## src/rtl/core/fsba_pkg.sv

```systemverilog
// Shared constants, codes and structs for the fit-strategy heap allocator.
`default_nettype none

package fsba_pkg;

  // Parameter defaults
  localparam int FREE_DEPTH_DEF  = 16;
  localparam int TAKEN_DEPTH_DEF = 16;
  localparam int SIZE_BITS_DEF   = 20;

  // Fixed field widths
  localparam int ADDR_W     = 32;
  localparam int REQ_SIZE_W = 20;
  localparam int STATUS_W   = 3;
  localparam int ENTRIES_W  = 5;
  localparam int MODE_W     = 2;
  localparam int CFG_IDX_W  = 1;

  // Placement modes; the unused code behaves as first fit
  localparam logic [MODE_W-1:0] MODE_FIRST = 2'd0;
  localparam logic [MODE_W-1:0] MODE_BEST  = 2'd1;
  localparam logic [MODE_W-1:0] MODE_WORST = 2'd2;
  localparam logic [MODE_W-1:0] MODE_SPARE = 2'd3;

  // Request kinds
  localparam logic REQ_ALLOC = 1'b0;
  localparam logic REQ_FREE  = 1'b1;

  // Status codes
  localparam logic [STATUS_W-1:0] ST_OK         = 3'd0;
  localparam logic [STATUS_W-1:0] ST_UNKNOWN    = 3'd1;
  localparam logic [STATUS_W-1:0] ST_FREE_FULL  = 3'd2;
  localparam logic [STATUS_W-1:0] ST_TAKEN_FULL = 3'd3;
  localparam logic [STATUS_W-1:0] ST_EXHAUSTED  = 3'd4;

  // Register indexes
  localparam logic [CFG_IDX_W-1:0] CFG_FIT_MODE  = 1'b0;
  localparam logic [CFG_IDX_W-1:0] CFG_HEAP_BASE = 1'b1;

  // Configuration seen by the sequencer
  typedef struct packed {
    logic [MODE_W-1:0] fit_mode;
    logic              bp_load;
    logic [ADDR_W-1:0] bp_value;
  } cfg_t;

  // One result beat
  typedef struct packed {
    logic [ADDR_W-1:0]    result_addr;
    logic [STATUS_W-1:0]  status;
    logic                 from_break;
    logic [ADDR_W-1:0]    free_bytes;
    logic [ENTRIES_W-1:0] free_entries;
  } res_t;

endpackage

`default_nettype wire

```

## src/rtl/core/fsba_ram.sv

```systemverilog
// Generic single-write, single-read RAM with registered read data.
`default_nettype none

module fsba_ram #(
  parameter int WIDTH = 8,
  parameter int DEPTH = 16
) (
  input  wire logic                     clk,
  input  wire logic                     we,
  input  wire logic [$clog2(DEPTH)-1:0] waddr,
  input  wire logic [WIDTH-1:0]         wdata,
  input  wire logic [$clog2(DEPTH)-1:0] raddr,
  output logic      [WIDTH-1:0]         rdata
);

  logic [WIDTH-1:0] mem [DEPTH];

  always_ff @(posedge clk) begin
    if (we) begin
      mem[waddr] <= wdata;
    end
    rdata <= mem[raddr];
  end

endmodule

`default_nettype wire

```

## src/rtl/core/fsba_seq.sv

```systemverilog
// Request sequencer: table scans, compaction, placement and running totals.
`default_nettype none

module fsba_seq
  import fsba_pkg::*;
#(
  parameter int FREE_DEPTH  = FREE_DEPTH_DEF,
  parameter int TAKEN_DEPTH = TAKEN_DEPTH_DEF,
  parameter int SIZE_BITS   = SIZE_BITS_DEF
) (
  input  wire logic                              clk,
  input  wire logic                              rst,
  input  wire cfg_t                              cfg,
  input  wire logic                              req_valid,
  output logic                                   req_ready,
  input  wire logic                              req_type,
  input  wire logic [REQ_SIZE_W-1:0]             request_size,
  input  wire logic [ADDR_W-1:0]                 request_addr,
  output logic                                   res_valid,
  input  wire logic                              res_ready,
  output res_t                                   res,
  output logic                                   f_we,
  output logic [$clog2(FREE_DEPTH)-1:0]          f_waddr,
  output logic [ADDR_W+SIZE_BITS-1:0]            f_wdata,
  output logic [$clog2(FREE_DEPTH)-1:0]          f_raddr,
  input  wire logic [ADDR_W+SIZE_BITS-1:0]       f_rdata,
  output logic                                   t_we,
  output logic [$clog2(TAKEN_DEPTH)-1:0]         t_waddr,
  output logic [ADDR_W+SIZE_BITS-1:0]            t_wdata,
  output logic [$clog2(TAKEN_DEPTH)-1:0]         t_raddr,
  input  wire logic [ADDR_W+SIZE_BITS-1:0]       t_rdata
);

  localparam int FA_W  = $clog2(FREE_DEPTH);
  localparam int TA_W  = $clog2(TAKEN_DEPTH);
  localparam int FC_W  = $clog2(FREE_DEPTH + 1);
  localparam int TC_W  = $clog2(TAKEN_DEPTH + 1);
  localparam int SUM_W = SIZE_BITS + FC_W;

  typedef enum logic [8:0] {
    S_IDLE   = 9'b000000001,
    S_FSCAN  = 9'b000000010,
    S_FPLACE = 9'b000000100,
    S_SHRD   = 9'b000001000,
    S_SHWR   = 9'b000010000,
    S_APPEND = 9'b000100000,
    S_TSCAN  = 9'b001000000,
    S_TPLACE = 9'b010000000,
    S_DONE   = 9'b100000000
  } state_t;

  state_t state;

  // Latched request
  logic [SIZE_BITS-1:0] size;
  logic [ADDR_W-1:0]    addr;

  // Architectural state outside the RAMs
  logic [ADDR_W-1:0]      bp;
  logic [FC_W-1:0]        used;
  logic [SUM_W-1:0]       sum;
  logic [TAKEN_DEPTH-1:0] valid;

  // Scan bookkeeping
  logic [TA_W-1:0]      slot;
  logic [FC_W-1:0]      fidx;
  logic                 fdv;
  logic [FA_W-1:0]      fdidx;
  logic [TC_W-1:0]      tidx;
  logic                 tdv;
  logic [TA_W-1:0]      tdidx;
  logic                 have_pick;
  logic [FA_W-1:0]      pick_idx;
  logic [ADDR_W-1:0]    pick_start;
  logic [SIZE_BITS-1:0] pick_len;
  logic [FA_W-1:0]      j;
  logic                 hit;
  logic [TA_W-1:0]      hit_idx;
  logic [SIZE_BITS-1:0] hit_len;

  // Result registers
  logic [STATUS_W-1:0] status;
  logic [ADDR_W-1:0]   res_addr;
  logic                from_brk;

  // Combinational helpers
  logic                 slot_found;
  logic [TA_W-1:0]      slot_c;
  logic [SIZE_BITS-1:0] f_len;
  logic [ADDR_W-1:0]    f_start;
  logic [ADDR_W-1:0]    t_start;
  logic [SIZE_BITS-1:0] t_len;
  logic                 fits;
  logic                 take;
  logic [ADDR_W:0]      bp_sum;
  logic [SIZE_BITS-1:0] rest;
  logic [63:0]          sum_ext;

  assign f_len   = f_rdata[SIZE_BITS-1:0];
  assign f_start = f_rdata[ADDR_W+SIZE_BITS-1:SIZE_BITS];
  assign t_len   = t_rdata[SIZE_BITS-1:0];
  assign t_start = t_rdata[ADDR_W+SIZE_BITS-1:SIZE_BITS];
  assign fits    = f_len >= size;
  assign take    = fits && (!have_pick ||
                   (cfg.fit_mode == MODE_BEST  && f_len < pick_len) ||
                   (cfg.fit_mode == MODE_WORST && f_len > pick_len));
  assign bp_sum  = (ADDR_W+1)'(bp) + (ADDR_W+1)'(size);
  assign rest    = pick_len - size;
  assign sum_ext = 64'(sum);

  // Lowest free taken slot
  always_comb begin
    slot_found = 1'b0;
    slot_c     = '0;
    for (int i = TAKEN_DEPTH - 1; i >= 0; i--) begin
      if (!valid[i]) begin
        slot_found = 1'b1;
        slot_c     = TA_W'(i);
      end
    end
  end

  // RAM ports
  always_comb begin
    f_raddr = (state == S_FSCAN) ? fidx[FA_W-1:0] : j + FA_W'(1);
    t_raddr = tidx[TA_W-1:0];
    f_we    = 1'b0;
    f_waddr = j;
    f_wdata = f_rdata;
    t_we    = 1'b0;
    t_waddr = slot;
    t_wdata = {pick_start, size};
    unique case (state)
      S_SHWR: begin
        f_we = 1'b1;
      end
      S_APPEND: begin
        t_we = 1'b1;
        if (rest != '0) begin
          f_we    = 1'b1;
          f_waddr = FA_W'(used - FC_W'(1));
          f_wdata = {pick_start + ADDR_W'(size), rest};
        end
      end
      S_FPLACE: begin
        t_wdata = {bp, size};
        t_we    = !have_pick && !bp_sum[ADDR_W];
      end
      S_TPLACE: begin
        f_waddr = used[FA_W-1:0];
        f_wdata = {addr, hit_len};
        f_we    = hit && (used < FC_W'(FREE_DEPTH));
      end
      default: ;
    endcase
  end

  assign req_ready = (state == S_IDLE);
  assign res_valid = (state == S_DONE);

  always_comb begin
    res.result_addr  = res_addr;
    res.status       = status;
    res.from_break   = from_brk;
    res.free_bytes   = (|sum_ext[63:ADDR_W]) ? '1 : sum_ext[ADDR_W-1:0];
    res.free_entries = ENTRIES_W'(used);
  end

  // Sequencer
  always_ff @(posedge clk) begin
    if (rst) begin
      state <= S_IDLE;
      used  <= '0;
      sum   <= '0;
      valid <= '0;
      bp    <= '0;
    end else begin
      unique case (state)
        S_IDLE: begin
          if (req_valid) begin
            size      <= SIZE_BITS'(request_size);
            addr      <= request_addr;
            status    <= ST_OK;
            res_addr  <= '0;
            from_brk  <= 1'b0;
            fidx      <= '0;
            fdv       <= 1'b0;
            tidx      <= '0;
            tdv       <= 1'b0;
            have_pick <= 1'b0;
            hit       <= 1'b0;
            slot      <= slot_c;
            if (req_type == REQ_FREE) begin
              state <= S_TSCAN;
            end else if (!slot_found) begin
              status <= ST_TAKEN_FULL;
              state  <= S_DONE;
            end else begin
              state <= S_FSCAN;
            end
          end
        end
        // one free entry per cycle, read data arriving in the cycle after its address
        S_FSCAN: begin
          fdv   <= fidx < used;
          fdidx <= fidx[FA_W-1:0];
          if (fidx < used) begin
            fidx <= fidx + FC_W'(1);
          end
          if (fdv && take) begin
            have_pick  <= 1'b1;
            pick_idx   <= fdidx;
            pick_start <= f_start;
            pick_len   <= f_len;
          end
          if (fidx == used && !fdv) begin
            state <= S_FPLACE;
          end
        end
        S_FPLACE: begin
          if (have_pick) begin
            j     <= pick_idx;
            state <= S_SHRD;
          end else if (bp_sum[ADDR_W]) begin
            status <= ST_EXHAUSTED;
            state  <= S_DONE;
          end else begin
            valid[slot] <= 1'b1;
            res_addr    <= bp;
            from_brk    <= 1'b1;
            bp          <= bp_sum[ADDR_W-1:0];
            state       <= S_DONE;
          end
        end
        // compaction: read entry j+1, then write it to j
        S_SHRD: begin
          if (FC_W'(j) + FC_W'(1) < used) begin
            state <= S_SHWR;
          end else begin
            state <= S_APPEND;
          end
        end
        S_SHWR: begin
          j     <= j + FA_W'(1);
          state <= S_SHRD;
        end
        S_APPEND: begin
          valid[slot] <= 1'b1;
          res_addr    <= pick_start;
          if (rest != '0) begin
            sum <= sum - SUM_W'(size);
          end else begin
            used <= used - FC_W'(1);
            sum  <= sum - SUM_W'(pick_len);
          end
          state <= S_DONE;
        end
        // taken table lookup, lowest matching valid slot wins
        S_TSCAN: begin
          tdv   <= tidx < TC_W'(TAKEN_DEPTH);
          tdidx <= tidx[TA_W-1:0];
          if (tidx < TC_W'(TAKEN_DEPTH)) begin
            tidx <= tidx + TC_W'(1);
          end
          if (tdv && !hit && valid[tdidx] && t_start == addr) begin
            hit     <= 1'b1;
            hit_idx <= tdidx;
            hit_len <= t_len;
          end
          if (tidx == TC_W'(TAKEN_DEPTH) && !tdv) begin
            state <= S_TPLACE;
          end
        end
        S_TPLACE: begin
          if (!hit) begin
            status <= ST_UNKNOWN;
          end else if (used >= FC_W'(FREE_DEPTH)) begin
            status <= ST_FREE_FULL;
          end else begin
            used           <= used + FC_W'(1);
            sum            <= sum + SUM_W'(hit_len);
            valid[hit_idx] <= 1'b0;
          end
          state <= S_DONE;
        end
        S_DONE: begin
          if (res_ready) begin
            state <= S_IDLE;
          end
        end
        default: state <= S_IDLE;
      endcase
      // heap_base write reloads the break; write it only while idle, as this block does not enforce that
      if (cfg.bp_load) begin
        bp <= cfg.bp_value;
      end
    end
  end

endmodule

`default_nettype wire

```

## src/rtl/core/fit_strategy_heap_allocator_top.sv

```systemverilog
// Top level of the fit-strategy heap allocator: config, tables, result register.
//
//  channel  | handshake            | payload
//  ---------+----------------------+--------------------------------------------
//  in       | in_valid / in_ready  | req_type, request_size, request_addr
//  out      | out_valid / out_ready| result_addr, status, from_break,
//           |                      | free_bytes, free_entries
//  cfg      | cfg_valid / cfg_ready| cfg_index, cfg_data
//
// An allocate scans the free table, then takes from the break, or takes from
// the free table and compacts it, shifting each later entry down with a read
// and then a write (one RAM port pair) before the new taken entry is written.
// A free scans every taken slot.
// One request is in flight at a time; a finished beat waits in the output
// register and the next request is accepted while it waits.
// Synchronous reset clears the tables' counts and valid bits; no clearing pass.
`default_nettype none

module fit_strategy_heap_allocator_top
  import fsba_pkg::*;
#(
  parameter int FREE_DEPTH  = FREE_DEPTH_DEF,
  parameter int TAKEN_DEPTH = TAKEN_DEPTH_DEF,
  parameter int SIZE_BITS   = SIZE_BITS_DEF
) (
  input  wire logic                  clk,
  input  wire logic                  rst,
  input  wire logic                  in_valid,
  output logic                       in_ready,
  input  wire logic                  req_type,
  input  wire logic [REQ_SIZE_W-1:0] request_size,
  input  wire logic [ADDR_W-1:0]     request_addr,
  output logic                       out_valid,
  input  wire logic                  out_ready,
  output logic [ADDR_W-1:0]          result_addr,
  output logic [STATUS_W-1:0]        status,
  output logic                       from_break,
  output logic [ADDR_W-1:0]          free_bytes,
  output logic [ENTRIES_W-1:0]       free_entries,
  input  wire logic                  cfg_valid,
  output logic                       cfg_ready,
  input  wire logic [CFG_IDX_W-1:0]  cfg_index,
  input  wire logic [ADDR_W-1:0]     cfg_data
);

  localparam int FA_W  = $clog2(FREE_DEPTH);
  localparam int TA_W  = $clog2(TAKEN_DEPTH);
  localparam int ENT_W = ADDR_W + SIZE_BITS;

  logic [MODE_W-1:0] fit_mode;
  cfg_t              cfg;
  logic              res_valid;
  logic              res_ready;
  res_t              res;

  logic             f_we;
  logic [FA_W-1:0]  f_waddr;
  logic [ENT_W-1:0] f_wdata;
  logic [FA_W-1:0]  f_raddr;
  logic [ENT_W-1:0] f_rdata;
  logic             t_we;
  logic [TA_W-1:0]  t_waddr;
  logic [ENT_W-1:0] t_wdata;
  logic [TA_W-1:0]  t_raddr;
  logic [ENT_W-1:0] t_rdata;

  // Configuration registers
  assign cfg_ready = 1'b1;

  always_ff @(posedge clk) begin
    if (rst) begin
      fit_mode <= MODE_FIRST;
    end else if (cfg_valid && cfg_index == CFG_FIT_MODE) begin
      fit_mode <= cfg_data[MODE_W-1:0];
    end
  end

  assign cfg.fit_mode = fit_mode;
  assign cfg.bp_load  = cfg_valid && cfg_index == CFG_HEAP_BASE;
  assign cfg.bp_value = cfg_data;

  // Free table: {start, length}
  fsba_ram #(.WIDTH(ENT_W), .DEPTH(FREE_DEPTH)) u_free_ram (
    .clk   (clk),
    .we    (f_we),
    .waddr (f_waddr),
    .wdata (f_wdata),
    .raddr (f_raddr),
    .rdata (f_rdata)
  );

  // Taken table: {start, length}
  fsba_ram #(.WIDTH(ENT_W), .DEPTH(TAKEN_DEPTH)) u_taken_ram (
    .clk   (clk),
    .we    (t_we),
    .waddr (t_waddr),
    .wdata (t_wdata),
    .raddr (t_raddr),
    .rdata (t_rdata)
  );

  fsba_seq #(
    .FREE_DEPTH  (FREE_DEPTH),
    .TAKEN_DEPTH (TAKEN_DEPTH),
    .SIZE_BITS   (SIZE_BITS)
  ) u_seq (
    .clk          (clk),
    .rst          (rst),
    .cfg          (cfg),
    .req_valid    (in_valid),
    .req_ready    (in_ready),
    .req_type     (req_type),
    .request_size (request_size),
    .request_addr (request_addr),
    .res_valid    (res_valid),
    .res_ready    (res_ready),
    .res          (res),
    .f_we         (f_we),
    .f_waddr      (f_waddr),
    .f_wdata      (f_wdata),
    .f_raddr      (f_raddr),
    .f_rdata      (f_rdata),
    .t_we         (t_we),
    .t_waddr      (t_waddr),
    .t_wdata      (t_wdata),
    .t_raddr      (t_raddr),
    .t_rdata      (t_rdata)
  );

  // Output register
  assign res_ready = !out_valid || out_ready;

  always_ff @(posedge clk) begin
    if (rst) begin
      out_valid <= 1'b0;
    end else if (res_ready) begin
      out_valid <= res_valid;
    end
  end

  always_ff @(posedge clk) begin
    if (res_ready && res_valid) begin
      result_addr  <= res.result_addr;
      status       <= res.status;
      from_break   <= res.from_break;
      free_bytes   <= res.free_bytes;
      free_entries <= res.free_entries;
    end
  end

endmodule

`default_nettype wire
```

## config.mk

```make
export PLATFORM = sky130hd
export DESIGN_NAME = fit_strategy_heap_allocator_top
export DESIGN_NICKNAME = d
export VERILOG_FILES = /design/src/rtl/core/fsba_pkg.sv /design/src/rtl/core/fsba_ram.sv /design/src/rtl/core/fsba_seq.sv /design/src/rtl/core/fit_strategy_heap_allocator_top.sv
export SDC_FILE = /design/constraint.sdc
export NUM_CORES = 2
export LEC_CHECK = 0
export ABC_CLOCK_PERIOD_IN_PS = 7800
export BUFFER_PORTS_ARGS = -buffer_cell sky130_fd_sc_hd__buf_2
export CAP_MARGIN = 20
export CORE_MARGIN = 2
export CORE_UTILIZATION = 56
export DETAILED_ROUTE_END_ITERATION = 10
export PLACE_DENSITY = 0.74
export SYNTH_ARGS = -nofsm -noshare
export SYNTH_HDL_FRONTEND = slang
export SYNTH_SLANG_ARGS = --single-unit
```

## constraint.sdc

```tcl
create_clock -name clk -period 7.8 [get_ports clk]
set_clock_uncertainty 0.15 [all_clocks]
set_input_delay 0 -clock clk [delete_from_list [all_inputs] [get_ports clk]]
set_output_delay 0 -clock clk [all_outputs]
set_load 0.02 [all_outputs]
```

# == Yosys cells after proc, flatten, opt, wreduce, memory -nomap -nowiden ==
# Memories as Yosys holds them, arrays and structs flattened. A register that Yosys moved wholly into a read port is not among the register bits.
# Index checks and enable logic that the tools add are counted.
# totals
regBits,354
mem_bits_rw,1664
input_bits,91
out_inout_bits,76
elab_cells,263
mem_count,2
# mem_list
name,words,word_bits,rd,rd_ports_with_merged_regs,write_ports,line_no,rtl
u_free_ram.mem,16,52,1,1,1,fsba_ram.sv:16,logic [WIDTH-1:0] mem [DEPTH];
u_taken_ram.mem,16,52,1,1,1,fsba_ram.sv:16,
# classes
addsub,12
magnitude_cmp,13
n_eq_ne,32
n_mux,105
bitwise_logic,5
reduce_logical,59
# op_table
cell,count
32-bit two-way mux,7
52-bit two-way mux,2
52-bit case mux with 2 select lines,1
32-bit case mux with 3 select lines,1
25-bit two-way mux,3
9-bit case mux with 8 select lines,1
16-bit two-way mux,4
9-bit two-way mux,7
25-bit case mux with 2 select lines,1
25-bit by 20-bit subtractor with 25-bit output,2
16-bit case mux with 3 select lines,1
4-bit two-way mux,11
32-bit by 20-bit adder with 33-bit output,1
32-bit by 20-bit adder with 32-bit output,1
32-bit == test,1
1-bit two-way mux,30
3-bit two-way mux,10
5-bit two-way mux,6
5-bit case mux with 2 select lines,3
4-bit AND reduction,7
25-bit by 20-bit adder with 25-bit output,1
3-bit AND reduction,8
20-bit greater-or-equal comparator,1
20-bit greater-than comparator,1
50 further kinds,115

# == Logic depth before layout (Yosys ltp) ==
# depth
word_depth,20
ltp_mapped,36

# == Hierarchy ==
# A second synthesis with hierarchy kept.
# hier_totals
cells_unflattened,4922
hier_area_um2,86271.5
# modules_own_cells
module,instances,cells_per_inst,area_per_inst_um2
fsba_ram,2,1344,32217.1
fsba_seq,1,2144,19478.7
fit_strategy_heap_allocator_top,1,90,2358.5

# == Worst setup path before layout ==
# Ideal clock, no wire load.
# synth_timing
path_kind,reg2reg
startpoint,register u_seq.size[7]
endpoint,register u_seq.sum[24]
setup_time_ns,0.123
arrival_time_ns,7.354
required_ns,7.527
setup_slack_ns,0.173
stages_incl_launch_ff,35
n_path_buf,5
path_cell_list,edfxtp_1 inv_1 ha_1 buf_2 a21o_1 a211o_1 and3b_1 or3_4 and3_4 a2111oi_2 nand4_2 buf_6 buf_6 buf_4 buf_2 nor2_1 a21oi_1 ha_1 and3_1 nor4b_2 a21oi_1 xnor2_1 o21ai_0 ha_1 and4_1 or2_2 o221ai_1 a21oi_1 a41o_1 o31ai_1 o21ai_0 a21o_1 a32o_1 a211oi_1 mux2_1
# synth_between
elab_chain_len,4
# synth_rtl
element,line_no,rtl
start: declaration,fsba_seq.sv:55,logic [SIZE_BITS-1:0] size;
start signal: assignment,fsba_seq.sv:181,size <= SIZE_BITS'(request_size);
20-bit subtractor,fsba_seq.sv:108,assign rest = pick_len - size;
20-bit nonzero test,fsba_seq.sv:250,if (rest != '0) begin
25-bit two-way mux *,fsba_seq.sv:250,
25-bit case mux with 2 select lines *,fsba_seq.sv:178,unique case (state)
end signal: assignment,fsba_seq.sv:251,sum <= sum - SUM_W'(size);
end signal: assignment,fsba_seq.sv:254,sum <= sum - SUM_W'(pick_len);
end signal: assignment,fsba_seq.sv:281,sum <= sum + SUM_W'(hit_len);
end: declaration,fsba_seq.sv:61,logic [SUM_W-1:0] sum;
# Mark *: on every way between the ends. The rest lies on a longest branch, timed or not.
# A chain may end at the register's enable or synchronous reset.

# == Final worst setup path ==
# Ends and elaborated chain as after synthesis.

==> metrics.md <==
| Metric | Value |
|---|---|
| Status | finished clean |
| Largest family of logic cells by synthesized area | multiplexers |
| # diodes | 0 |
| Hold WC Path Type | input port to flop |
| CTS tree | done |
| Dpl hpwl | 145 mm |
| Initial DRC Count | 6440 |
| Antenna violations before repair | 14 |
| Clk Latency, worst-skew pair | 0.84 ns |
| Die Y | 396 um |
| Max-Cap Viols | 0 |
| Via/cell ratio | 6.42 |
| Final std cell area, no fill | 99500 um^2 |
| Mux cell area share after synthesis | 0.133 |
| Gr ovfl total | 0 |
| Ys async rst share | 0 |
| Global router's overall resource usage | 0.299 |
| Period minus WS final | 7.31 ns |
| CTS H-tree lvls | 4 |
| XOR/XNOR Fraction of Synth Area | 0.0147 |
| Final hold vios | 0 |
| Clock Sinks | 2122 |
| Synthesized netlist cell count | 4826 |
| Commonest non-fill, non-tap cell in the layout | edfxtp_1 |
| Pwr/cell area | 258 nW/um^2 |
| Slowest stage delay, CP | 0.41 ns |
| CP Launch Point | u_seq.size[7] |
| Critical path's slowest cell | or3_4 |
| Final period util | 0.937 |
| Synthesized area per cell | 17.8 um^2 |
| Number of flops mapped to enable cells by yosys | 1928 |
| Seq/Total Area, Yosys | 0.719 |
| Clk slew on worst S/H paths | 0.06 ns |
| Setup violators final | 0 |
| Worst Reg-to-Reg Cells | 28 |
| CTS Buf Count | 204 |
| Final-stage net count | 5606 |
| R2r startpoint | u_seq.size[7] |
| Die area | 157000 um^2 |
| First-pass GRT wire length | 337 mm |
| Startpoint Class | flop |
| Layout cell share with drive strength beyond 1 | 0.221 |
| Clock root buffer | clkbuf_16 |
| Post-Synth Adder-Cell Area | 0.0212 |
| Routed WL | 233 mm |
| I/O Buffers | 158 |
| Pin count of the biggest net entering global routing | 161 |
| Via Count | 48.7k |
| Max-slew headroom | 0.246 |
| Ys flop type | edfxtp_1 |
| Crit end category | flop |
| Core outline area | 152000 um^2 |
| ANT nets after route | 0 |
| Max VDD drop | 217 uV |
| # fillers | 10.0k |
| Synth cell types | 91 |
| Cell area after synthesis | 85900 um^2 |
| Crit Reg-Reg Endpoint | u_seq.sum[24] |
| Most frequent cells in the layout | edfxtp_1 (1928), mux4_2 (473), nand2_1 (367) |
| Syn. warnings | 0 |
| Vias in the first global route | 48.3k |
| Area grow syn2layout | 15.8% |
| Clock Path Buffers | 3 |
| DRT Pass-1 Iters | 7 |
| Worst Path Required | 8.37 ns |
| Compound-Gate Fraction of Synth Area | 0.0483 |
| Placer Congestion | 0.944 |
| Worst EP arrival | 7.88 ns |
| Pins Over Slew Limit | 0 |
| Setup TNS | 0 ns |
| Die Width | 396 um |
| Critical Path Sink | u_seq.sum[24] |
| Max Clock Freq | 0.137 GHz |
| Leakage | 33.7 nW |
| CP Max Fanout | 5 |
| Synth Area in Simple Gates | 0.0483 |
| Final core utilization | 0.654 |
| Flops & latches, synth | 2122 |
| Setup CP Type | flop to flop |
| RSZ-0062 raised after global routing | no |
| Placed cell areas | 90400 um^2 |
| FP Rows | 143 |
| I/O pins | 167 |
| Wire per inst | 30.7 um |
| Flop2flop setup slack | 0.49 ns |
| Starting density of the core | 0.565 |
| # DRC | 0 |
| Actual slew at the worst max-slew pin | 1.13 ns |
stage by stage:
stage | instances | power [mW] | hold slack, ns | setup slack (ns)
2_1_floorplan | 4832 | 14.8 | -0.0511 | 0.173
4_1_cts | 7577 | 25.7 | 0.00409 | 0.0541
6_report | 7582 | 25.6 | 0.0957 | 0.488
3_3_place_gp | 6987 | 15.7 | 0.0261 | 0.164
3_5_place_dp | 6990 | 15.7 | 0.0281 | 0.0797
5_1_grt | 7582 | 26.4 | 0.109 | 0.0248
sequential cells by signal, summed over array words and instances, names as in the netlist, 32 cells and up:
register           flops
u_free_ram.mem       832
u_taken_ram.mem      832
u_free_ram.rdata      52
u_taken_ram.rdata     52
result_addr           32
u_seq.addr            32
u_seq.bp              32
u_seq.pick_start      32
u_seq.res_addr        32
kinds of logic (layout without fill, tap and decap cells):
logic type,after synthesis,in the layout
XOR/XNOR,144,144
flip-flops,2122,2122
other,2,8
buffers and inverters,326,1046
multiplexers,546,546
AND/OR/NAND/NOR,895,895
adder cells (fa/ha/maj),144,144
AO/OA/AOI/OAI,647,647
power breakdown:
part | total [mW] | switching, mW | internal [mW]
logic | 2.56 | 1.49 | 1.07
clock network | 10.0 | 4.26 | 5.78
registers | 13.0 | 0.244 | 12.8
total | 25.6 | 6.00 | 19.6
layout make-up:
cell class / count / area [um^2] / share of cell area
Sequential cell: 2122 / 61800 / 0.621
Multi-Input combinational cell: 2384 / 23100 / 0.232
Clock buffer: 301 / 5920 / 0.0595
Timing Repair Buffer: 557 / 4760 / 0.0478
Tap cell: 2030 / 2540 / 0.0255
Clock inverter: 86 / 993 / 0.00999
Inverter: 102 / 383 / 0.00385
synthesized netlist by cell type (9+ instances only):
library cell  count  share of area
edfxtp_1       1928           0.67
mux4_2          473           0.12
nand2_1         368          0.016
a21oi_1         209          0.012
nor2_1          201         0.0088
dfxtp_1         194          0.045
clkbuf_1        142         0.0062
ha_1            141          0.021
o21ai_0         113         0.0066
a211oi_1        103         0.0090
inv_1           102         0.0045
xnor2_1          85         0.0087
nor2b_1          76         0.0055
mux2i_1          68         0.0079
xor2_1           59         0.0060
nand3_1          55         0.0032
nor3_1           43         0.0025
a21o_1           39         0.0034
buf_2            39         0.0023
buf_1            28         0.0012
and3_1           22         0.0016
nand2b_1         22         0.0016
a22oi_1          21         0.0018
nand4_1          21         0.0015
o21a_1           20         0.0017
a31oi_1          19         0.0014
o211ai_1         19         0.0017
or3_1            16         0.0012
nor4_1           15         0.0011
a221o_1          14         0.0016
o31ai_1          12         0.0010
buf_4            11        0.00096
a21boi_0          9        0.00079
and2_1            9        0.00066
or2_2             9        0.00066
worst max-delay path: cells and delay by family, from the launching register on:
kind / cells / cell delay (ns)
buffers and inverters: 1 / 0.17
adder cells (fa/ha/maj): 3 / 0.88
XOR/XNOR: 1 / 0.17
multiplexers: 1 / 0.34
flip-flops: 1 / 0.38
AO/OA/AOI/OAI: 14 / 3.18
AND/OR/NAND/NOR: 8 / 1.95
routing by layer:
| layer | routed length, um | track usage | part of all wire |
|---|---|---|---|
| met1 | 90200 | 0.420 | 0.39 |
| met2 | 107000 | 0.459 | 0.46 |
| met3 | 25600 | 0.0699 | 0.11 |
| met4 | 9870 | 0.117 | 0.042 |
| met5 | 152 | 0 | 0.00065 |
worst min-delay path by stage:
| stage | start | depth (start not counted) | endpoint |
|---|---|---|---|
| after CTS | req_type | 5 | u_seq.status[1] |
| final | req_type | 5 | u_seq.status[1] |
| after detailed placement | request_addr[12] | 1 | u_seq.addr[12] |
| after global routing | in_valid | 4 | u_seq.t_waddr[1] |
| after floorplan | request_addr[0] | 0 | u_seq.addr[0] |
| after global placement | request_addr[4] | 1 | u_seq.addr[4] |
what timing repair did:
item / CTS / global route
setup endpoints to repair: 0 / 3
hold buffers: 200 / 0
buffers inserted: 0 / 0
resized for setup: 0 / 11
hold endpoints to repair: 180 / 0
No activity file was read; power rests on OpenSTA's default activity.
